==> src/design/efb_pkg.sv <==
// Shared types and constants for the event fragment builder.
package efb_pkg;

   localparam int EVENT_W = 32;
   localparam int FRAG_W  = 16;
   localparam int WORDS_W = 22;
   localparam int COUNT_W = 7;

   localparam logic [WORDS_W-1:0]   WORDS_MAX    = '1;
   // a threshold of zero means one more than the count field can hold
   localparam logic [COUNT_W:0]     THRESH_ZERO  = 8'd128;

   typedef enum logic [1:0] {
      ST_IDLE,
      ST_SCAN,
      ST_FINISH
   } efb_state_type;

   // one slot of the event table
   typedef struct packed {
      logic [EVENT_W-1:0] evt_num;
      logic [COUNT_W-1:0] count;
      logic [WORDS_W-1:0] words;
   } efb_entry_type;

   typedef struct packed {
      logic               complete;
      logic [COUNT_W-1:0] count;
      logic [WORDS_W-1:0] words;
   } efb_acc_type;

   typedef struct packed {
      logic               load;
      logic               complete;
      logic               dropped;
      logic               end_seen;
      logic [WORDS_W-1:0] words;
   } efb_res_type;

endpackage

==> src/design/efb_accum.sv <==
// Fragment count and saturating word sum for the selected slot.
module efb_accum (
   input  logic [efb_pkg::COUNT_W-1:0] fpe,
   input  logic [efb_pkg::COUNT_W-1:0] cur_count,
   input  logic [efb_pkg::WORDS_W-1:0] cur_words,
   input  logic [efb_pkg::FRAG_W-1:0]  frag_words,
   output efb_pkg::efb_acc_type        acc
);

   logic [efb_pkg::COUNT_W:0] thresh;
   logic [efb_pkg::COUNT_W:0] cnt;
   logic [efb_pkg::WORDS_W:0] sum;

   always_comb begin
      thresh = (fpe == '0) ? efb_pkg::THRESH_ZERO : {1'b0, fpe};
      cnt    = {1'b0, cur_count} + (efb_pkg::COUNT_W+1)'(1);
      sum    = {1'b0, cur_words} + (efb_pkg::WORDS_W+1)'(frag_words);
      acc.complete = (cnt >= thresh);
      acc.count    = cnt[efb_pkg::COUNT_W-1:0];
      acc.words    = (sum > {1'b0, efb_pkg::WORDS_MAX}) ? efb_pkg::WORDS_MAX
                                                        : sum[efb_pkg::WORDS_W-1:0];
   end

endmodule

==> src/design/efb_slot_ram.sv <==
// Slot table memory: one write port, one read port, registered read data.
module efb_slot_ram #(
   parameter int SLOTS = 16
) (
   input  logic                         clock,
   input  logic                         rd_en,
   input  logic [$clog2(SLOTS)-1:0]     rd_addr,
   output efb_pkg::efb_entry_type       rd_data,
   input  logic                         wr_en,
   input  logic [$clog2(SLOTS)-1:0]     wr_addr,
   input  efb_pkg::efb_entry_type       wr_data
);

   efb_pkg::efb_entry_type mem_array [SLOTS];
   efb_pkg::efb_entry_type rd_data_ff;

   always_ff @(posedge clock) begin
      if (wr_en) begin
         mem_array[wr_addr] <= wr_data;
      end
   end

   always_ff @(posedge clock) begin
      if (rd_en) begin
         rd_data_ff <= mem_array[rd_addr];
      end
   end

   assign rd_data = rd_data_ff;

endmodule

==> src/design/efb_ctrl.sv <==
// Sequencer: slot scan over the table memory, valid bits, update and result.
module efb_ctrl #(
   parameter int SLOTS = 16
) (
   input  logic                         clock,
   input  logic                         reset,
   input  logic                         req_accept,
   input  logic                         req_end,
   output logic                         req_ready,
   input  logic [efb_pkg::EVENT_W-1:0]  evt_num,
   input  logic [efb_pkg::FRAG_W-1:0]   frag_words,
   input  logic [efb_pkg::COUNT_W-1:0]  fpe,
   input  logic                         out_free,
   output logic                         rd_en,
   output logic [$clog2(SLOTS)-1:0]     rd_addr,
   input  efb_pkg::efb_entry_type       rd_data,
   output logic                         wr_en,
   output logic [$clog2(SLOTS)-1:0]     wr_addr,
   output efb_pkg::efb_entry_type       wr_data,
   output efb_pkg::efb_res_type         res
);

   localparam int IDX_W = $clog2(SLOTS);
   localparam int CNT_W = $clog2(SLOTS + 1);

   efb_pkg::efb_state_type state_ff, state_in;
   logic [CNT_W-1:0]             cnt_ff, cnt_in;
   logic [IDX_W-1:0]             chk_idx_ff, chk_idx_in;
   logic                         chk_vld_ff, chk_vld_in;
   logic [SLOTS-1:0]             valid_ff, valid_in;
   logic                         free_found_ff, free_found_in;
   logic [IDX_W-1:0]             free_idx_ff, free_idx_in;
   logic [IDX_W-1:0]             tgt_idx_ff, tgt_idx_in;
   logic [efb_pkg::COUNT_W-1:0]  cur_count_ff, cur_count_in;
   logic [efb_pkg::WORDS_W-1:0]  cur_words_ff, cur_words_in;
   logic                         drop_ff, drop_in;
   logic                         end_ff, end_in;

   logic                         hit;
   logic                         free_here;
   logic                         last_chk;
   efb_pkg::efb_acc_type         acc;

   efb_accum u_accum (
      .fpe        (fpe),
      .cur_count  (cur_count_ff),
      .cur_words  (cur_words_ff),
      .frag_words (frag_words),
      .acc        (acc)
   );

   assign hit       = chk_vld_ff && valid_ff[chk_idx_ff] && (rd_data.evt_num == evt_num);
   assign free_here = chk_vld_ff && !valid_ff[chk_idx_ff];
   assign last_chk  = chk_vld_ff && (chk_idx_ff == IDX_W'(SLOTS - 1));

   always_comb begin
      state_in      = state_ff;
      cnt_in        = cnt_ff;
      chk_idx_in    = chk_idx_ff;
      chk_vld_in    = 1'b0;
      valid_in      = valid_ff;
      free_found_in = free_found_ff;
      free_idx_in   = free_idx_ff;
      tgt_idx_in    = tgt_idx_ff;
      cur_count_in  = cur_count_ff;
      cur_words_in  = cur_words_ff;
      drop_in       = drop_ff;
      end_in        = end_ff;
      req_ready     = 1'b0;
      rd_en         = 1'b0;
      rd_addr       = cnt_ff[IDX_W-1:0];
      wr_en         = 1'b0;
      wr_addr       = tgt_idx_ff;
      wr_data.evt_num  = evt_num;
      wr_data.count    = acc.count;
      wr_data.words    = acc.words;
      res           = '0;

      unique case (state_ff)
         efb_pkg::ST_IDLE: begin
            req_ready = 1'b1;
            if (req_accept) begin
               end_in        = req_end;
               drop_in       = 1'b0;
               free_found_in = 1'b0;
               if (req_end) begin
                  state_in = efb_pkg::ST_FINISH;
               end else begin
                  // first read goes out with the accept
                  rd_en      = 1'b1;
                  rd_addr    = '0;
                  cnt_in     = CNT_W'(1);
                  chk_idx_in = '0;
                  chk_vld_in = 1'b1;
                  state_in   = efb_pkg::ST_SCAN;
               end
            end
         end
         efb_pkg::ST_SCAN: begin
            if (hit) begin
               tgt_idx_in   = chk_idx_ff;
               cur_count_in = rd_data.count;
               cur_words_in = rd_data.words;
               state_in     = efb_pkg::ST_FINISH;
            end else if (last_chk) begin
               if (free_found_ff || free_here) begin
                  tgt_idx_in = free_found_ff ? free_idx_ff : chk_idx_ff;
               end else begin
                  drop_in = 1'b1;
               end
               cur_count_in = '0;
               cur_words_in = '0;
               state_in     = efb_pkg::ST_FINISH;
            end else begin
               if (free_here && !free_found_ff) begin
                  free_found_in = 1'b1;
                  free_idx_in   = chk_idx_ff;
               end
               // keep the read pipe full until the last slot has gone out
               if (cnt_ff < CNT_W'(SLOTS)) begin
                  rd_en      = 1'b1;
                  cnt_in     = cnt_ff + CNT_W'(1);
                  chk_idx_in = cnt_ff[IDX_W-1:0];
                  chk_vld_in = 1'b1;
               end
            end
         end
         efb_pkg::ST_FINISH: begin
            if (out_free) begin
               res.load     = 1'b1;
               res.end_seen = end_ff;
               res.dropped  = drop_ff && !end_ff;
               if (!end_ff && !drop_ff) begin
                  res.complete         = acc.complete;
                  res.words            = acc.words;
                  valid_in[tgt_idx_ff] = !acc.complete;
                  wr_en                = !acc.complete;
               end
               state_in = efb_pkg::ST_IDLE;
            end
         end
         default: begin
            state_in = efb_pkg::ST_IDLE;
         end
      endcase
   end

   always_ff @(posedge clock) begin
      if (reset) begin
         state_ff   <= efb_pkg::ST_IDLE;
         chk_vld_ff <= 1'b0;
         valid_ff   <= '0;
         drop_ff    <= 1'b0;
         end_ff     <= 1'b0;
      end else begin
         state_ff   <= state_in;
         chk_vld_ff <= chk_vld_in;
         valid_ff   <= valid_in;
         drop_ff    <= drop_in;
         end_ff     <= end_in;
      end
   end

   always_ff @(posedge clock) begin
      cnt_ff        <= cnt_in;
      chk_idx_ff    <= chk_idx_in;
      free_found_ff <= free_found_in;
      free_idx_ff   <= free_idx_in;
      tgt_idx_ff    <= tgt_idx_in;
      cur_count_ff  <= cur_count_in;
      cur_words_ff  <= cur_words_in;
   end

   a_wr_only_finish: assert property (@(posedge clock) disable iff (reset)
      wr_en |-> (state_ff == efb_pkg::ST_FINISH) && !end_ff && !drop_ff)
      else $error("table write outside update of a stored fragment");

   a_load_to_idle: assert property (@(posedge clock) disable iff (reset)
      res.load |=> (state_ff == efb_pkg::ST_IDLE))
      else $error("sequencer did not return to idle after result");

   a_chk_in_scan: assert property (@(posedge clock) disable iff (reset)
      chk_vld_ff |-> (state_ff == efb_pkg::ST_SCAN))
      else $error("read data checked outside scan");

   a_drop_full: assert property (@(posedge clock) disable iff (reset)
      (drop_ff && (state_ff == efb_pkg::ST_FINISH)) |-> (&valid_ff))
      else $error("fragment dropped with a free slot");

   a_complete_frees: assert property (@(posedge clock) disable iff (reset)
      (res.load && res.complete) |=> !valid_ff[$past(tgt_idx_ff)])
      else $error("completed event left its slot valid");

endmodule

==> src/design/event_fragment_builder.sv <==
// Top level of the event fragment builder: ports, config register, beat registers.
//
//   channel  dir  handshake              payload
//   req_     in   req_tvalid/req_tready  tlast end marker, tdata id and word count
//   rsp_     out  rsp_tvalid/rsp_tready  tlast end seen, tuser flags, tdata id and words
//   csr_     in   csr_wr_en              fragments per event, 7 bit
//
// A fragment's scan stops at slot h when it hits slot h, and runs over all SLOTS
// slots when it opens a new event or is dropped: the scan reads the slot memory
// one entry a cycle. An end marker skips the scan.
// Reset clears the valid bits, the sequencer and the output beat; fragments per
// event goes back to 1. A stalled result beat holds in its register while the
// next fragment is taken and scanned; that one waits in its last cycle.
module event_fragment_builder #(
   parameter int SLOTS = 16
) (
   input  logic        clock,
   input  logic        reset,
   input  logic        req_tvalid,
   output logic        req_tready,
   input  logic [47:0] req_tdata,   // evt_num [31:0], fragment_words [47:32]
   input  logic        req_tlast,   // end_marker
   output logic        rsp_tvalid,
   input  logic        rsp_tready,
   output logic [55:0] rsp_tdata,   // done_event [31:0], event_words [53:32], zero
   output logic [1:0]  rsp_tuser,   // complete [0], dropped_full [1]
   output logic        rsp_tlast,   // end_seen
   input  logic        csr_wr_en,
   input  logic [6:0]  csr_wr_data
);

   localparam int IDX_W = $clog2(SLOTS);

   logic [efb_pkg::COUNT_W-1:0]  fpe_ff, fpe_in;
   logic [efb_pkg::EVENT_W-1:0]  id_ff, id_in;
   logic [efb_pkg::FRAG_W-1:0]   words_ff, words_in;
   logic                         rsp_vld_ff, rsp_vld_in;
   logic [efb_pkg::EVENT_W-1:0]  rsp_event_ff, rsp_event_in;
   logic [efb_pkg::WORDS_W-1:0]  rsp_words_ff, rsp_words_in;
   logic                         rsp_cmpl_ff, rsp_cmpl_in;
   logic                         rsp_drop_ff, rsp_drop_in;
   logic                         rsp_end_ff, rsp_end_in;

   logic                         req_accept;
   logic                         out_free;
   logic                         rd_en;
   logic [IDX_W-1:0]             rd_addr;
   efb_pkg::efb_entry_type       rd_data;
   logic                         wr_en;
   logic [IDX_W-1:0]             wr_addr;
   efb_pkg::efb_entry_type       wr_data;
   efb_pkg::efb_res_type         res;

   assign req_accept = req_tvalid && req_tready;
   assign out_free   = !rsp_vld_ff || rsp_tready;

   efb_slot_ram #(.SLOTS(SLOTS)) u_ram (
      .clock   (clock),
      .rd_en   (rd_en),
      .rd_addr (rd_addr),
      .rd_data (rd_data),
      .wr_en   (wr_en),
      .wr_addr (wr_addr),
      .wr_data (wr_data)
   );

   efb_ctrl #(.SLOTS(SLOTS)) u_ctrl (
      .clock      (clock),
      .reset      (reset),
      .req_accept (req_accept),
      .req_end    (req_tlast),
      .req_ready  (req_tready),
      .evt_num    (id_ff),
      .frag_words (words_ff),
      .fpe        (fpe_ff),
      .out_free   (out_free),
      .rd_en      (rd_en),
      .rd_addr    (rd_addr),
      .rd_data    (rd_data),
      .wr_en      (wr_en),
      .wr_addr    (wr_addr),
      .wr_data    (wr_data),
      .res        (res)
   );

   always_comb begin
      fpe_in       = csr_wr_en ? csr_wr_data : fpe_ff;
      id_in        = req_accept ? req_tdata[31:0]  : id_ff;
      words_in     = req_accept ? req_tdata[47:32] : words_ff;
      rsp_vld_in   = rsp_vld_ff && !rsp_tready;
      rsp_event_in = rsp_event_ff;
      rsp_words_in = rsp_words_ff;
      rsp_cmpl_in  = rsp_cmpl_ff;
      rsp_drop_in  = rsp_drop_ff;
      rsp_end_in   = rsp_end_ff;
      if (res.load) begin
         rsp_vld_in   = 1'b1;
         rsp_event_in = res.end_seen ? '0 : id_ff;
         rsp_words_in = res.words;
         rsp_cmpl_in  = res.complete;
         rsp_drop_in  = res.dropped;
         rsp_end_in   = res.end_seen;
      end
   end

   always_ff @(posedge clock) begin
      if (reset) begin
         fpe_ff     <= efb_pkg::COUNT_W'(1);
         rsp_vld_ff <= 1'b0;
      end else begin
         fpe_ff     <= fpe_in;
         rsp_vld_ff <= rsp_vld_in;
      end
   end

   always_ff @(posedge clock) begin
      id_ff        <= id_in;
      words_ff     <= words_in;
      rsp_event_ff <= rsp_event_in;
      rsp_words_ff <= rsp_words_in;
      rsp_cmpl_ff  <= rsp_cmpl_in;
      rsp_drop_ff  <= rsp_drop_in;
      rsp_end_ff   <= rsp_end_in;
   end

   assign rsp_tvalid = rsp_vld_ff;
   assign rsp_tdata  = {2'b00, rsp_words_ff, rsp_event_ff};
   assign rsp_tuser  = {rsp_drop_ff, rsp_cmpl_ff};
   assign rsp_tlast  = rsp_end_ff;

endmodule

==> config.mk <==
export PLATFORM = sky130hd
export DESIGN_NAME = event_fragment_builder
export DESIGN_NICKNAME = d
export VERILOG_FILES = /design/src/design/efb_pkg.sv /design/src/design/efb_accum.sv /design/src/design/efb_slot_ram.sv /design/src/design/efb_ctrl.sv /design/src/design/event_fragment_builder.sv
export SDC_FILE = /design/constraint.sdc
export NUM_CORES = 2
export LEC_CHECK = 0
export BUFFER_PORTS_ARGS = -buffer_cell sky130_fd_sc_hd__clkbuf_2
export CAP_MARGIN = 20
export CELL_PAD_IN_SITES_DETAIL_PLACEMENT = 1
export CELL_PAD_IN_SITES_GLOBAL_PLACEMENT = 2
export CORE_ASPECT_RATIO = 1.5
export CORE_MARGIN = 8
export CORE_UTILIZATION = 52
export DETAILED_ROUTE_END_ITERATION = 8
export GPL_TIMING_DRIVEN = 0
export PLACE_DENSITY = 0.94
export SLEW_MARGIN = 15
export SYNTH_ARGS = -nofsm -noshare
export SYNTH_HDL_FRONTEND = slang
export SYNTH_SLANG_ARGS = --single-unit
==> constraint.sdc <==
create_clock -name clock -period 15.9 [get_ports clock]
set_clock_uncertainty 0.15 [all_clocks]
set_input_delay 1.59 -clock clock [delete_from_list [all_inputs] [get_ports clock]]
set_output_delay 1.59 -clock clock [all_outputs]
set_load 0.01 [all_outputs]
Yosys cells after proc, flatten, opt, wreduce, memory -nomap -nowiden
Memory sizes are Yosys's and may differ from the RTL's. A register that Yosys moved wholly into a read port is not among the register bits.
Index checks and enable logic that the tools add are counted.
{ "classes": {"n_bitwise": 2, "n_mux": 62, "add_sub_neg": 3, "order_cmp": 6, "eq_ne": 14, "n_reduce_logical": 34} }
{ "ops": {"columns": ["cell", "n"], "rows": [
  ["two-way mux 22 bit", 4],
  ["two-way mux 26 bit", 2],
  ["two-way mux 4 bit", 12],
  ["equality test 32 bit", 1],
  ["two-way mux 5 bit", 5],
  ["adder 22 x 16 -> 23 bit", 1],
  ["greater-than comparator 23 x 22 -> 1 bit (second input constant)", 1],
  ["two-way mux 1 bit", 22],
  ["bitwise mux 16 bit", 1],
  ["two-way mux 7 bit", 2],
  ["inequality test 2 bit (second input constant)", 6],
  ["logical AND 1 bit", 10],
  ["< comparator 4 x 5 -> 1 bit (second input constant)", 2],
  ["two-way mux 2 bit", 5],
  ["case mux 5 bit (2 select lines)", 1],
  ["AND reduction 5 bit", 2],
  ["AND reduction 3 bit", 3],
  ["adder 7 x 1 -> 8 bit (second input constant)", 1],
  ["greater-or-equal comparator 8 bit", 1],
  ["two-way mux 8 bit", 1],
  ["case mux 4 bit (2 select lines)", 1],
  ["zero test 1 bit", 7],
  ["zero test 7 bit", 1],
  ["inequality test 2 x 1 -> 1 bit (second input constant)", 3],
  ["18 further kinds", 26]
]} }
{ "word_totals": {"mem_bits_rw": 976, "regBits": 181, "inputBits": 61, "memories": 1} }
{ "memory_table": {"columns": ["name", "depth", "width", "read_ports", "rd_ports_with_merged_regs", "wr", "line", "source"], "rows": [
  ["u_ram.mem_array", 16, 61, 1, 1, 1, "efb_slot_ram.sv:14", "efb_pkg::efb_entry_type mem_array [SLOTS];"]
]} }

Depth between registers and ports, before layout
{ "logic_depth": {"depth_word": 9, "mapped_depth": 10, "depth_no_buf": 9} }

Hierarchy
From an unflattened synthesis, not the netlist that was laid out.
{ "hier_totals": {"hier_cells": 2302, "hier_area_um2": 47275.3} }
{ "by_module_without_submodules": {"columns": ["module", "instances", "seq_area_each_um2", "area_per_inst_um2", "cells_each"], "rows": [
  ["efb_slot_ram", 1, 31139.9, 38375.6, 1572],
  ["efb_ctrl", 1, 1831.8, 3799.9, 348],
  ["event_fragment_builder", 1, 3313.2, 3699.8, 173],
  ["efb_accum", 1, 0.0, 1400.1, 209]
]} }

Least setup slack after synthesis
Ideal clock, no wire load.
{ "synth_timing": {"path_kind": "input -> register", "start": "input port rsp_tready", "end": "memory u_ram.mem_array[0][0] (netlist name), enable pin", "arrival_ps": 6959, "slack_ps": 8236, "cell_stages": 6, "n_path_buf": 2, "path_cell_list": "nor2b_1 or4_1 clkbuf_1 or3_1 buf_2 nor3_1"} }
{ "synth_via": {"elab_chain_len": 5} }
{ "synth_rtl": {"columns": ["element", "line", "source"], "rows": [
  ["start, declared", "event_fragment_builder.sv:24", "input logic rsp_tready,"],
  ["logical OR 1 bit", "event_fragment_builder.sv:55", "assign out_free = !rsp_vld_ff || rsp_tready;"],
  ["two-way mux 1 bit", "efb_ctrl.sv:129", "if (out_free) begin"],
  ["two-way mux 1 bit", "efb_ctrl.sv:79", "unique case (state_ff)"],
  ["two-way mux 1 bit", "efb_slot_ram.sv:18", "if (wr_en) begin"],
  ["two-way mux 1 bit (not written as such)", "efb_slot_ram.sv:19", "mem_array[wr_addr] <= wr_data;"],
  ["end, declared", "efb_slot_ram.sv:14", null]
]} }
Every way passes these cells.

==> results.json <==
{
  "die_area_um2": 102000,
  "clkSinkCount": 1218,
  "layout_common_cells": "1189 x edfxtp_1, 194 x mux2i_1, 152 x nor2_1, 142 x a21oi_1",
  "netlist_instances": 2644,
  "path_max_fanout": 17,
  "holdWs_ns": 0.329,
  "path_class": "flop to flop",
  "grt_max_degree": 25,
  "dp_hpwl_mm": 95.4,
  "hold_class": "flop to flop",
  "fmax_mhz": 173,
  "dr.pass1.iters": 6,
  "vias_per_cell": 6.38,
  "htreeDepth": 3,
  "maxCapViolations": 0,
  "cts-root-buf": "clkbuf_16",
  "worstPathCellList": "ha_1, and3_1, xor2_2, ha_1, and2_1, o21ai_0, o21ai_1, o41a_1, clkbuf_1, nor3_2, buf_4, buf_4, buf_4, buf_4",
  "start_util_pct": 52.4,
  "overflow": 0,
  "core_um2": 91500,
  "numCtsBuffers": 108,
  "ys_top_cells_by_area": "edfxtp_1 74%, mux4_2 5.5%, mux2i_1 4.1%",
  "track_usage_pct": 26.9,
  "setup-violations-final": 0,
  "die_h_um": 388,
  "areaGrowthSynthToFinish_pct": 14.9,
  "crit_required_ns": 16.17,
  "worst-path-buf-inv": 5,
  "cts.clk_slew.worst_paths_ns": 0.06,
  "cts_hold_buf": 0,
  "cpMostUsedCell": "buf_4",
  "max_slew_margin_pct": 21.6,
  "synth_cell_types": 74,
  "wl_per_cell_um": 32.5,
  "ys_warn_count": 0,
  "synth_area_um2": 47900,
  "multi_input_area_um2": 11000,
  "rows": 136,
  "fin_nets": 3111,
  "cpMaxStageDelayCell": "nor3_2",
  "hold_viol_final": 0,
  "status": "finished clean",
  "syn_avg_cell_area_um2": 18.1,
  "drt_iter0_markers": 2447,
  "grt_pass1_wl_mm": 203,
  "worstMarginPinSlew_ns": 1.17,
  "cts_resized": 0,
  "end_kind": "flop",
  "fin_crit_sh_pct": 36.3,
  "antenna_found_initial": 1,
  "layout_commonest_cell": "edfxtp_1",
  "cp_top_family": "buffers and inverters",
  "fin_util_pct": 60.2,
  "synth_ff_type": "edfxtp_1",
  "p_per_area_nw_per_um2": 124,
  "gp_routability_congestion": 0.908,
  "num_io_pins": 122,
  "synth_edf_count": 1189,
  "synth_top_cell_area_share_pct": 74.5,
  "max_stage_delay_ns": 0.82,
  "startpoint_type": "flop",
  "drive_gt1_share_pct": 20.9,
  "port_buffers": 118,
  "fillCellCount": 8004,
  "first_global_vias": 30253,
  "clk-insertion-delay-late_ns": 0.74,
  "antenna_cells": 0,
  "seq_area_frac_synth_pct": 75.7,
  "synth_area_leader_cell": "edfxtp_1",
  "vias": 27352,
  "postCtsSetupRepairBufs": 0,
  "arrival_ns": 6.03,
  "tns_ns": 0,
  "clk_path_buf_depth": 3,
  "drv_slew": 0,
  "drtAntennaViolNets": 0,
  "wl_mm": 139,
  "ys_seq_elements": 1218,
  "p_leak_nw": 18.6,
  "grt_setup_unrepaired": "no",
  "cts_tree": "yes",
  "irDropWorstVdd_v": 0.0000891,
  "dieWidth_um": 264,
  "route.detailed.drc": 0,
  "period_needed_ns": 5.77,
  "regArea_um2": 36300,
  "synthArstFlopShare_pct": 0
}
[cell families after synthesis]
group                      synth area share [%]
buffers and inverters                      1.75
xor gates and xnor gates                  0.840
adders and majority gates                 0.720
other                                   0.00782
AOI/OAI and AO/OA                          6.76
DFF                                        75.7
and+or+nand+nor                            4.10
muxes                                      10.1
[synthesized netlist by cell type (29+ instances only)]
master    number
and2_1        75
dfxtp_1       29
o21ai_0       31
nor2_1       154
nand2_1       31
a221o_1       60
a221oi_1      62
mux4_2       118
a211oi_1      67
buf_2         30
xnor2_1       34
clkbuf_1      96
mux2i_1      194
a21oi_1      143
edfxtp_1    1189
[flip-flops by register name (all words and copies together), names as in the netlist, 2 cells and up]
register	flops
u_ctrl.valid_ff	16
rsp_event_ff	32
rsp_words_ff	22
u_ram.rd_data	61
id_ff	32
fpe_ff	7
u_ctrl.state_ff	2
u_ctrl.wr_addr	4
u_ctrl.chk_idx_ff	4
u_ram.mem_array	976
u_ctrl.cur_words_ff	22
words_ff	16
u_ctrl.cnt_ff	5
u_ctrl.cur_count_ff	7
u_ctrl.free_idx_ff	4
[through the flow]
stage	area (um^2)	power [mW]	instances	setup slack, ns
floorplan	47900	4.00	2645	8.24
global placement	50000	4.18	3936	2.65
detailed placement	51500	4.22	4082	10.13
CTS	55000	6.87	4280	10.12
global route	55100	6.98	4284	9.98
finish	55100	6.84	4284	10.13
[final cells by class]
cell class / count / area share [%]
Tap cell: 1173 / 2.66
Buffer: 157 / 1.36
Timing Repair Buffer: 268 / 3.52
Inverter: 25 / 0.170
Multi-Input combinational cell: 1245 / 19.9
Clock inverter: 72 / 1.37
Clock buffer: 126 / 5.11
Sequential cell: 1218 / 65.9
[where the power goes]
part | switching, mW | leakage, nW | total [mW] | internal (mW)
clock | 1.20 | 1.74 | 2.68 | 1.48
sequential | 0.0521 | 11.0 | 3.64 | 3.59
combinational | 0.335 | 5.85 | 0.525 | 0.190
total | 1.58 | 18.6 | 6.84 | 5.26
[per-layer routing]
| layer | vias to the layer above | GRT usage, % | part of all wire (%) |
|---|---|---|---|
| met5 | - | 0 | 0 |
| met3 | 428 | 4.03 | 5.8 |
| met2 | 1328 | 49.5 | 54 |
| li1 | 11444 | - | - |
| met4 | 0 | 16.4 | 6.6 |
| met1 | 14152 | 28.7 | 34 |
[final timing paths]
check | start | endpoint | slack, ns | depth (start not counted)
hold reg to reg | u_ctrl.chk_idx_ff[2] | u_ctrl.free_idx_ff[2] | 0.33 | 0
hold / removal | u_ctrl.chk_idx_ff[2] | u_ctrl.free_idx_ff[2] | 0.33 | 0
setup / recovery | u_ctrl.cur_count_ff[0] | u_ram.mem_array[12][36] | 10.13 | 14
setup reg to reg | u_ctrl.cur_count_ff[0] | u_ram.mem_array[12][36] | 10.13 | 14
Power figures use the tool's default switching activity.
